`src/rtl/iprl_pkg.sv`:
```
// ----------------------------------------------------------------------------
// iprl_pkg
// Shared types and constants for the incremental PI duty regulator.
// ----------------------------------------------------------------------------
package iprl_pkg;

  localparam int SPEED_BITS_DEF = 16;
  localparam int FRAC_BITS_DEF  = 16;

  localparam int GAIN_BITS = 16;
  localparam int GAIN_FRAC = 16;
  localparam int DUTY_BITS = 10;

  localparam int APB_ADDR_BITS = 5;
  localparam int APB_DATA_BITS = 32;

  localparam logic [GAIN_BITS-1:0] KP_GAIN_RESET    = 16'd1311;
  localparam logic [GAIN_BITS-1:0] KI_GAIN_RESET    = 16'd164;
  localparam logic [DUTY_BITS-1:0] DUTY_MIN_RESET   = 10'd50;
  localparam logic [DUTY_BITS-1:0] DUTY_MAX_RESET   = 10'd110;
  localparam logic [DUTY_BITS-1:0] RISE_LIMIT_RESET = 10'd2;
  localparam logic [DUTY_BITS-1:0] FALL_LIMIT_RESET = 10'd5;
  localparam logic [DUTY_BITS-1:0] DUTY_ACC_RESET   = 10'd50;

  typedef enum logic [2:0] {
    REG_KP_GAIN    = 3'd0,
    REG_KI_GAIN    = 3'd1,
    REG_DUTY_MIN   = 3'd2,
    REG_DUTY_MAX   = 3'd3,
    REG_RISE_LIMIT = 3'd4,
    REG_FALL_LIMIT = 3'd5
  } reg_idx_t;

  typedef enum logic {
    REQ_STEP  = 1'b0,
    REQ_RESET = 1'b1
  } req_t;

endpackage

```
`src/rtl/incremental_pi_rate_limited_unit.sv`:
```
// ----------------------------------------------------------------------------
// incremental_pi_rate_limited_unit
// Velocity-form PI duty regulator with rate limit and duty clamp.
// ----------------------------------------------------------------------------
// Usage:
//   Input channel (in_valid / in_stall) carries one request per transaction:
//   a control step (target and measured speed) or a reload with an initial
//   duty. Output channel (out_valid / out_stall) returns exactly one result
//   per request, in order: duty_out, rate_limited and duty_clamped.
//   Gains, duty limits and rate limits sit on an APB port at 4*index and
//   should be written while no request is in flight.
//   A request taken lands in the input register; from there the step is
//   computed and loaded into the result register together with the error
//   and accumulator state. Throughput is one request per cycle while the
//   receiver does not stall; the path from the state registers through the
//   gain multipliers, rate limit, accumulator add and clamp sets that figure.
//   Reset clears both stages, loads the register defaults, sets the duty
//   accumulator to 50 and clears the kept error; in_stall is high during reset.
//   When the receiver stalls, the result holds, one more request is taken
//   into the input register, and in_stall then rises until the result drains.
// ----------------------------------------------------------------------------
module incremental_pi_rate_limited_unit #(
  parameter int SPEED_BITS = iprl_pkg::SPEED_BITS_DEF,
  parameter int FRAC_BITS  = iprl_pkg::FRAC_BITS_DEF
) (
  input  logic                                clk,
  input  logic                                rst,
  // APB configuration port
  input  logic                                psel,
  input  logic                                penable,
  input  logic                                pwrite,
  input  logic [iprl_pkg::APB_ADDR_BITS-1:0]  paddr,
  input  logic [iprl_pkg::APB_DATA_BITS-1:0]  pwdata,
  output logic [iprl_pkg::APB_DATA_BITS-1:0]  prdata,
  output logic                                pready,
  // request channel
  input  logic                                in_valid,
  output logic                                in_stall,
  input  logic                                req_type,
  input  logic [SPEED_BITS-1:0]               target_speed,
  input  logic [SPEED_BITS-1:0]               measured_speed,
  input  logic [iprl_pkg::DUTY_BITS-1:0]      initial_duty,
  // result channel
  output logic                                out_valid,
  input  logic                                out_stall,
  output logic [iprl_pkg::DUTY_BITS-1:0]      duty_out,
  output logic                                rate_limited,
  output logic                                duty_clamped
);
  import iprl_pkg::*;

  localparam int E_W   = SPEED_BITS + 1;
  localparam int D_W   = E_W + 1;
  localparam int P_W   = GAIN_BITS + 1 + D_W;
  localparam int I_W   = GAIN_BITS + 1 + E_W;
  localparam int SUM_W = P_W + 1;
  localparam int DEL_W = SUM_W + FRAC_BITS;
  localparam int ACC_W = DUTY_BITS + FRAC_BITS;
  localparam int SUMA_W = ACC_W + 2;
  localparam int SHL   = (FRAC_BITS >= GAIN_FRAC) ? FRAC_BITS - GAIN_FRAC : 0;
  localparam int SHR   = (FRAC_BITS >= GAIN_FRAC) ? 0 : GAIN_FRAC - FRAC_BITS;
  localparam logic [ACC_W:0] HALF = (ACC_W+1)'(1) << (FRAC_BITS - 1);

  // configuration registers
  logic [GAIN_BITS-1:0] kp_gain;
  logic [GAIN_BITS-1:0] ki_gain;
  logic [DUTY_BITS-1:0] duty_min;
  logic [DUTY_BITS-1:0] duty_max;
  logic [DUTY_BITS-1:0] rise_limit;
  logic [DUTY_BITS-1:0] fall_limit;

  reg_idx_t reg_sel;
  logic     cfg_write;

  assign reg_sel   = reg_idx_t'(paddr[4:2]);
  assign cfg_write = psel && penable && pwrite && pready;
  assign pready    = 1'b1;

  always_ff @(posedge clk) begin
    if (rst) begin
      kp_gain    <= KP_GAIN_RESET;
      ki_gain    <= KI_GAIN_RESET;
      duty_min   <= DUTY_MIN_RESET;
      duty_max   <= DUTY_MAX_RESET;
      rise_limit <= RISE_LIMIT_RESET;
      fall_limit <= FALL_LIMIT_RESET;
    end else if (cfg_write) begin
      unique case (reg_sel)
        REG_KP_GAIN:    kp_gain    <= pwdata[GAIN_BITS-1:0];
        REG_KI_GAIN:    ki_gain    <= pwdata[GAIN_BITS-1:0];
        REG_DUTY_MIN:   duty_min   <= pwdata[DUTY_BITS-1:0];
        REG_DUTY_MAX:   duty_max   <= pwdata[DUTY_BITS-1:0];
        REG_RISE_LIMIT: rise_limit <= pwdata[DUTY_BITS-1:0];
        REG_FALL_LIMIT: fall_limit <= pwdata[DUTY_BITS-1:0];
        default: ;
      endcase
    end
  end

  always_comb begin
    unique case (reg_sel)
      REG_KP_GAIN:    prdata = APB_DATA_BITS'(kp_gain);
      REG_KI_GAIN:    prdata = APB_DATA_BITS'(ki_gain);
      REG_DUTY_MIN:   prdata = APB_DATA_BITS'(duty_min);
      REG_DUTY_MAX:   prdata = APB_DATA_BITS'(duty_max);
      REG_RISE_LIMIT: prdata = APB_DATA_BITS'(rise_limit);
      REG_FALL_LIMIT: prdata = APB_DATA_BITS'(fall_limit);
      default:        prdata = '0;
    endcase
  end

  // input register
  logic                  s1_valid;
  logic                  s1_req_type;
  logic [SPEED_BITS-1:0] s1_target;
  logic [SPEED_BITS-1:0] s1_measured;
  logic [DUTY_BITS-1:0]  s1_initial;

  logic out_free;
  logic s1_move;
  logic in_take;

  assign out_free = !out_valid || !out_stall;
  assign s1_move  = s1_valid && out_free;
  assign in_stall = rst || (s1_valid && !out_free);
  assign in_take  = in_valid && !in_stall;

  always_ff @(posedge clk) begin
    if (rst) begin
      s1_valid <= 1'b0;
    end else if (in_take) begin
      s1_valid <= 1'b1;
    end else if (s1_move) begin
      s1_valid <= 1'b0;
    end
  end

  always_ff @(posedge clk) begin
    if (in_take) begin
      s1_req_type <= req_type;
      s1_target   <= target_speed;
      s1_measured <= measured_speed;
      s1_initial  <= initial_duty;
    end
  end

  // regulator state
  logic signed [E_W-1:0] previous_error;
  logic [ACC_W-1:0]      duty_accumulator;

  // step datapath
  logic signed [E_W-1:0]    err;
  logic signed [D_W-1:0]    derr;
  logic signed [P_W-1:0]    p_prod;
  logic signed [I_W-1:0]    i_prod;
  logic signed [SUM_W-1:0]  sum;
  logic signed [DEL_W-1:0]  sum_x;
  logic signed [DEL_W-1:0]  delta;
  logic signed [DEL_W-1:0]  up_lim;
  logic signed [DEL_W-1:0]  down_lim;
  logic signed [DEL_W-1:0]  lim_delta;
  logic signed [SUMA_W-1:0] acc_sum;
  logic signed [SUMA_W-1:0] max_q;
  logic signed [SUMA_W-1:0] min_q;
  logic [ACC_W:0]           rnd;
  logic [DUTY_BITS-1:0]     init_clamped;

  logic signed [E_W-1:0] previous_error_next;
  logic [ACC_W-1:0]      duty_accumulator_next;
  logic [DUTY_BITS-1:0]  duty_out_next;
  logic                  rate_limited_next;
  logic                  duty_clamped_next;

  always_comb begin
    err    = $signed({1'b0, s1_target}) - $signed({1'b0, s1_measured});
    derr   = $signed({err[E_W-1], err}) - $signed({previous_error[E_W-1], previous_error});
    p_prod = $signed({1'b0, kp_gain}) * derr;
    i_prod = $signed({1'b0, ki_gain}) * err;
    sum    = SUM_W'(p_prod) + SUM_W'(i_prod);
    // bring the Q.16 sum to the accumulator format, floor on a right shift
    sum_x  = DEL_W'(sum);
    delta  = (sum_x <<< SHL) >>> SHR;

    up_lim   = $signed(DEL_W'({rise_limit, {FRAC_BITS{1'b0}}}));
    down_lim = -$signed(DEL_W'({fall_limit, {FRAC_BITS{1'b0}}}));

    rate_limited_next = 1'b0;
    if (delta > up_lim) begin
      lim_delta         = up_lim;
      rate_limited_next = 1'b1;
    end else if (delta < down_lim) begin
      lim_delta         = down_lim;
      rate_limited_next = 1'b1;
    end else begin
      lim_delta = delta;
    end

    acc_sum = $signed({2'b00, duty_accumulator}) + SUMA_W'(lim_delta);
    max_q   = $signed({2'b00, duty_max, {FRAC_BITS{1'b0}}});
    min_q   = $signed({2'b00, duty_min, {FRAC_BITS{1'b0}}});

    // max is tested first, so an inverted pair still settles
    duty_clamped_next = 1'b0;
    if (acc_sum > max_q) begin
      duty_accumulator_next = ACC_W'(max_q);
      duty_clamped_next     = 1'b1;
    end else if (acc_sum < min_q) begin
      duty_accumulator_next = ACC_W'(min_q);
      duty_clamped_next     = 1'b1;
    end else begin
      duty_accumulator_next = ACC_W'(acc_sum);
    end

    rnd                 = {1'b0, duty_accumulator_next} + HALF;
    duty_out_next       = rnd[FRAC_BITS +: DUTY_BITS];
    previous_error_next = err;

    // reload: clamp the initial duty, min wins
    init_clamped = s1_initial;
    if (s1_req_type == REQ_RESET) begin
      duty_clamped_next = 1'b0;
      if (init_clamped > duty_max) begin
        init_clamped      = duty_max;
        duty_clamped_next = 1'b1;
      end
      if (init_clamped < duty_min) begin
        init_clamped      = duty_min;
        duty_clamped_next = 1'b1;
      end
      rate_limited_next     = 1'b0;
      previous_error_next   = '0;
      duty_accumulator_next = {init_clamped, {FRAC_BITS{1'b0}}};
      duty_out_next         = init_clamped;
    end
  end

  always_ff @(posedge clk) begin
    if (rst) begin
      out_valid        <= 1'b0;
      previous_error   <= '0;
      duty_accumulator <= {DUTY_ACC_RESET, {FRAC_BITS{1'b0}}};
    end else begin
      if (s1_move) begin
        out_valid        <= 1'b1;
        previous_error   <= previous_error_next;
        duty_accumulator <= duty_accumulator_next;
      end else if (!out_stall) begin
        out_valid <= 1'b0;
      end
    end
  end

  always_ff @(posedge clk) begin
    if (s1_move) begin
      duty_out     <= duty_out_next;
      rate_limited <= rate_limited_next;
      duty_clamped <= duty_clamped_next;
    end
  end

endmodule

```
`config.mk`:
```
export PLATFORM = sky130hd
export DESIGN_NAME = incremental_pi_rate_limited_unit
export DESIGN_NICKNAME = d
export VERILOG_FILES = /design/src/rtl/iprl_pkg.sv /design/src/rtl/incremental_pi_rate_limited_unit.sv
export SDC_FILE = /design/constraint.sdc
export NUM_CORES = 2
export LEC_CHECK = 0
export ABC_AREA = 1
export BUFFER_PORTS_ARGS = -buffer_cell sky130_fd_sc_hd__buf_2
export CAP_MARGIN = 40
export CORE_MARGIN = 3
export CORE_UTILIZATION = 51
export CTS_CLUSTER_DIAMETER = 120
export DETAILED_ROUTE_END_ITERATION = 8
export PLACE_DENSITY = 0.69
export SETUP_SLACK_MARGIN = 0.05
export SYNTH_ARGS = -nofsm -noshare
export SYNTH_HDL_FRONTEND = slang
export SYNTH_SLANG_ARGS = --single-unit
```
`constraint.sdc`:
```
create_clock -name clk -period 38.9 [get_ports clk]
set_clock_uncertainty 0.2 [all_clocks]
set_input_delay 5.835 -clock clk [delete_from_list [all_inputs] [get_ports clk]]
set_output_delay 5.835 -clock clk [all_outputs]
set_load 0.05 [all_outputs]
```
==> results.json <==
{
  "multiInputGateArea_um2": 24500,
  "crit_family": "simple AND/OR/NAND/NOR gates",
  "async_reset_ff_frac": 0,
  "ys_seq_area_frac": 0.122,
  "synthFlopType": "dfxtp_1",
  "worstMarginPinSlew_ns": 0.888,
  "die_height_um": 260,
  "crit_fanout": 17,
  "cap_violations": 0,
  "cts_sinks": 172,
  "hp-class": "register to register",
  "cts-htree-levels": 4,
  "endpoint": "duty_out[7]",
  "startpoint": "s1_target[2]",
  "rrSetupSlack_ns": 17.02,
  "drv_slew": 0,
  "yosysWarnings": 0,
  "antenna_cells": 0,
  "hold_viol_final": 0,
  "crit_arrival_ns": 21.89,
  "final_common_cell": "inv_1",
  "critPathRequiredTime_ns": 38.91,
  "clk_pin_slew_ns": 0.08,
  "synth_seq_cells": 172,
  "cts_buffer_depth": 2,
  "cts_buffers": 17,
  "drt_pass1_iterations": 5,
  "drive_above_1_share": 0.0658,
  "clk_latency_ns": 0.48,
  "synthToLayoutAreaGrowth_pct": 5.78,
  "port_buffers": 98,
  "synth_edf_count": 55,
  "first_global_vias": 27578,
  "status": "completed",
  "overflow": 0,
  "grt_max_degree": 68,
  "start_util": 0.518,
  "nNetsFinal": 5097,
  "ff_latch_area_um2": 3990,
  "vias": 26938,
  "n_fill_cell": 5950,
  "layout_min_cycle_time_ns": 21.88,
  "slowest_delay_ns": 1.00,
  "setup_tns_ns": 0,
  "whs_ns": 0.266,
  "die_area_um2": 67400,
  "worstSetupPathType": "register to register",
  "syn_avg_cell_area_um2": 8.02,
  "reg2regPathDepth": 105,
  "finalWirelength_um": 97400,
  "path_depth": 105,
  "gp_congestion": 0.987,
  "setup_ws_ns": 17.02,
  "wire_per_inst_um": 19.6,
  "hpwl_um": 81200,
  "end_kind": "register",
  "final_core_util": 0.548,
  "die_w_um": 260,
  "cts_resized": 0,
  "synth_cell_types": 59,
  "grt_pass1_wl_um": 155000,
  "setup_viol": 0,
  "cp_common_cell": "nand2_1",
  "post-cts-setup-buffer-count": 0,
  "io_pins": 134,
  "track_usage": 0.301,
  "pre_cts_slack_ns": 17.29,
  "cts-root-buf": "clkbuf_16",
  "finalCritPeriodShare": 0.562,
  "ctsHoldBuffers": 0,
  "drc_errors": 0,
  "final_antenna_net_count": 0,
  "core_um2": 63300,
  "fmax_ghz": 0.0457,
  "netlist_instances": 4091,
  "final_cell_mix": "inv_1, nand2_1, fa_1, nor2_1, ha_1",
  "vias_per_cell": 5.41,
  "fp-row-count": 92,
  "synth_area_um2": 32800,
  "timing.rr.start": "s1_target[2]",
  "antenna_found_initial": 2,
  "cts_tree": "yes",
  "grt_setup_unrepaired": "false",
  "cp_num_buf_inv": 15,
  "drt_iter0_drc": 1949,
  "max-slew-margin-rel": 0.408,
  "critPathLaunchType": "register",
  "rr_endpoint": "duty_out[7]",
  "crit_slowest_cell": "fa_1"
}
-- sequential cells by signal, indices dropped and copies added (netlist names) --
register          flops
duty_accumulator     26
previous_error       17
ki_gain              16
kp_gain              16
s1_measured          16
s1_target            16
duty_max             10
duty_min             10
duty_out             10
fall_limit           10
rise_limit           10
s1_initial           10
duty_clamped          1
out_valid             1
rate_limited          1
s1_req_type           1
s1_valid              1
-- layout make-up --
class / instances / area share
Clock buffer: 18 / 0.0127
Inverter: 1004 / 0.109
Timing Repair Buffer: 135 / 0.0227
Clock inverter: 14 / 0.00418
Sequential cell: 172 / 0.115
Multi-Input combinational cell: 2788 / 0.706
Tap cell: 846 / 0.0305
-- cell families after synthesis --
kind of cell               count (synthesis)  share of synthesized area
buffers and inverters                   1146                      0.134
DFF                                      172                      0.122
AOI/OAI and AO/OA                        506                     0.0855
and+or+nand+nor                         1298                      0.167
other                                      2                   0.000229
adders and majority gates                892                      0.471
xor gates and xnor gates                  75                     0.0203
-- through the flow --
| stage | cell area (µm²) | instances |
|---|---|---|
| after detailed placement | 34100 | 4945 |
| after global routing | 34700 | 4977 |
| final | 34700 | 4977 |
| after CTS | 34700 | 4977 |
| after floorplan | 32900 | 4106 |
| after global placement | 34100 | 4942 |
-- metal layers --
| metal | wire length [µm] | part of all wire | global-route usage | vias up |
|---|---|---|---|---|
| met1 | 38600 | 0.40 | 0.386 | 13147 |
| met5 | 22 | 0.00023 | 0 | - |
| met2 | 44600 | 0.46 | 0.486 | 1178 |
| met4 | 4480 | 0.046 | 0.115 | 4 |
| met3 | 9720 | 0.10 | 0.0836 | 219 |
| li1 | - | - | - | 12390 |
-- cells in the mapped netlist, types with 11 or more instances --
library cell / count / area share
nand2_1: 665 / 0.076
o22ai_1: 15 / 0.0029
clkbuf_1: 108 / 0.012
nand2_2: 23 / 0.0044
or2_2: 24 / 0.0046
buf_4: 21 / 0.0048
a22oi_1: 13 / 0.0030
o21ai_0: 143 / 0.022
nand3_1: 102 / 0.016
a31oi_1: 11 / 0.0021
fa_1: 572 / 0.35
dfxtp_1: 117 / 0.071
clkinv_1: 20 / 0.0023
inv_1: 971 / 0.11
nor3_1: 18 / 0.0027
ha_1: 320 / 0.12
inv_2: 12 / 0.0014
xnor2_1: 19 / 0.0051
a21oi_1: 242 / 0.037
nand4_1: 23 / 0.0044
o211ai_1: 25 / 0.0057
nor2_1: 388 / 0.044
xor2_1: 55 / 0.015
o21bai_1: 16 / 0.0037
edfxtp_1: 55 / 0.050
-- worst register-to-register path, delay by kind of cell (launching register included) --
kind	cells	cell delay, ns
AO/OA/AOI/OAI	16	2.84
XOR/XNOR	2	0.51
adder cells (fa/ha/maj)	15	7.31
buffers and inverters	15	2.27
flip-flops	1	0.39
AND/OR/NAND/NOR	57	8.09
-- worst min-delay path by stage --
stage / from / to / slack [ns] / cells after the start
final: previous_error[15] / previous_error[15] / 0.27 / 2
after global routing: previous_error[16] / previous_error[16] / 0.29 / 2
after CTS: previous_error[16] / previous_error[16] / 0.27 / 2
after detailed placement: previous_error[11] / previous_error[11] / 0.25 / 2
after global placement: previous_error[6] / previous_error[6] / 0.25 / 2
after floorplan: previous_error[10] / previous_error[10] / 0.25 / 2
Power is not shown: default switching activity piles up to over one toggle a cycle in this logic, so the estimate is an artifact.
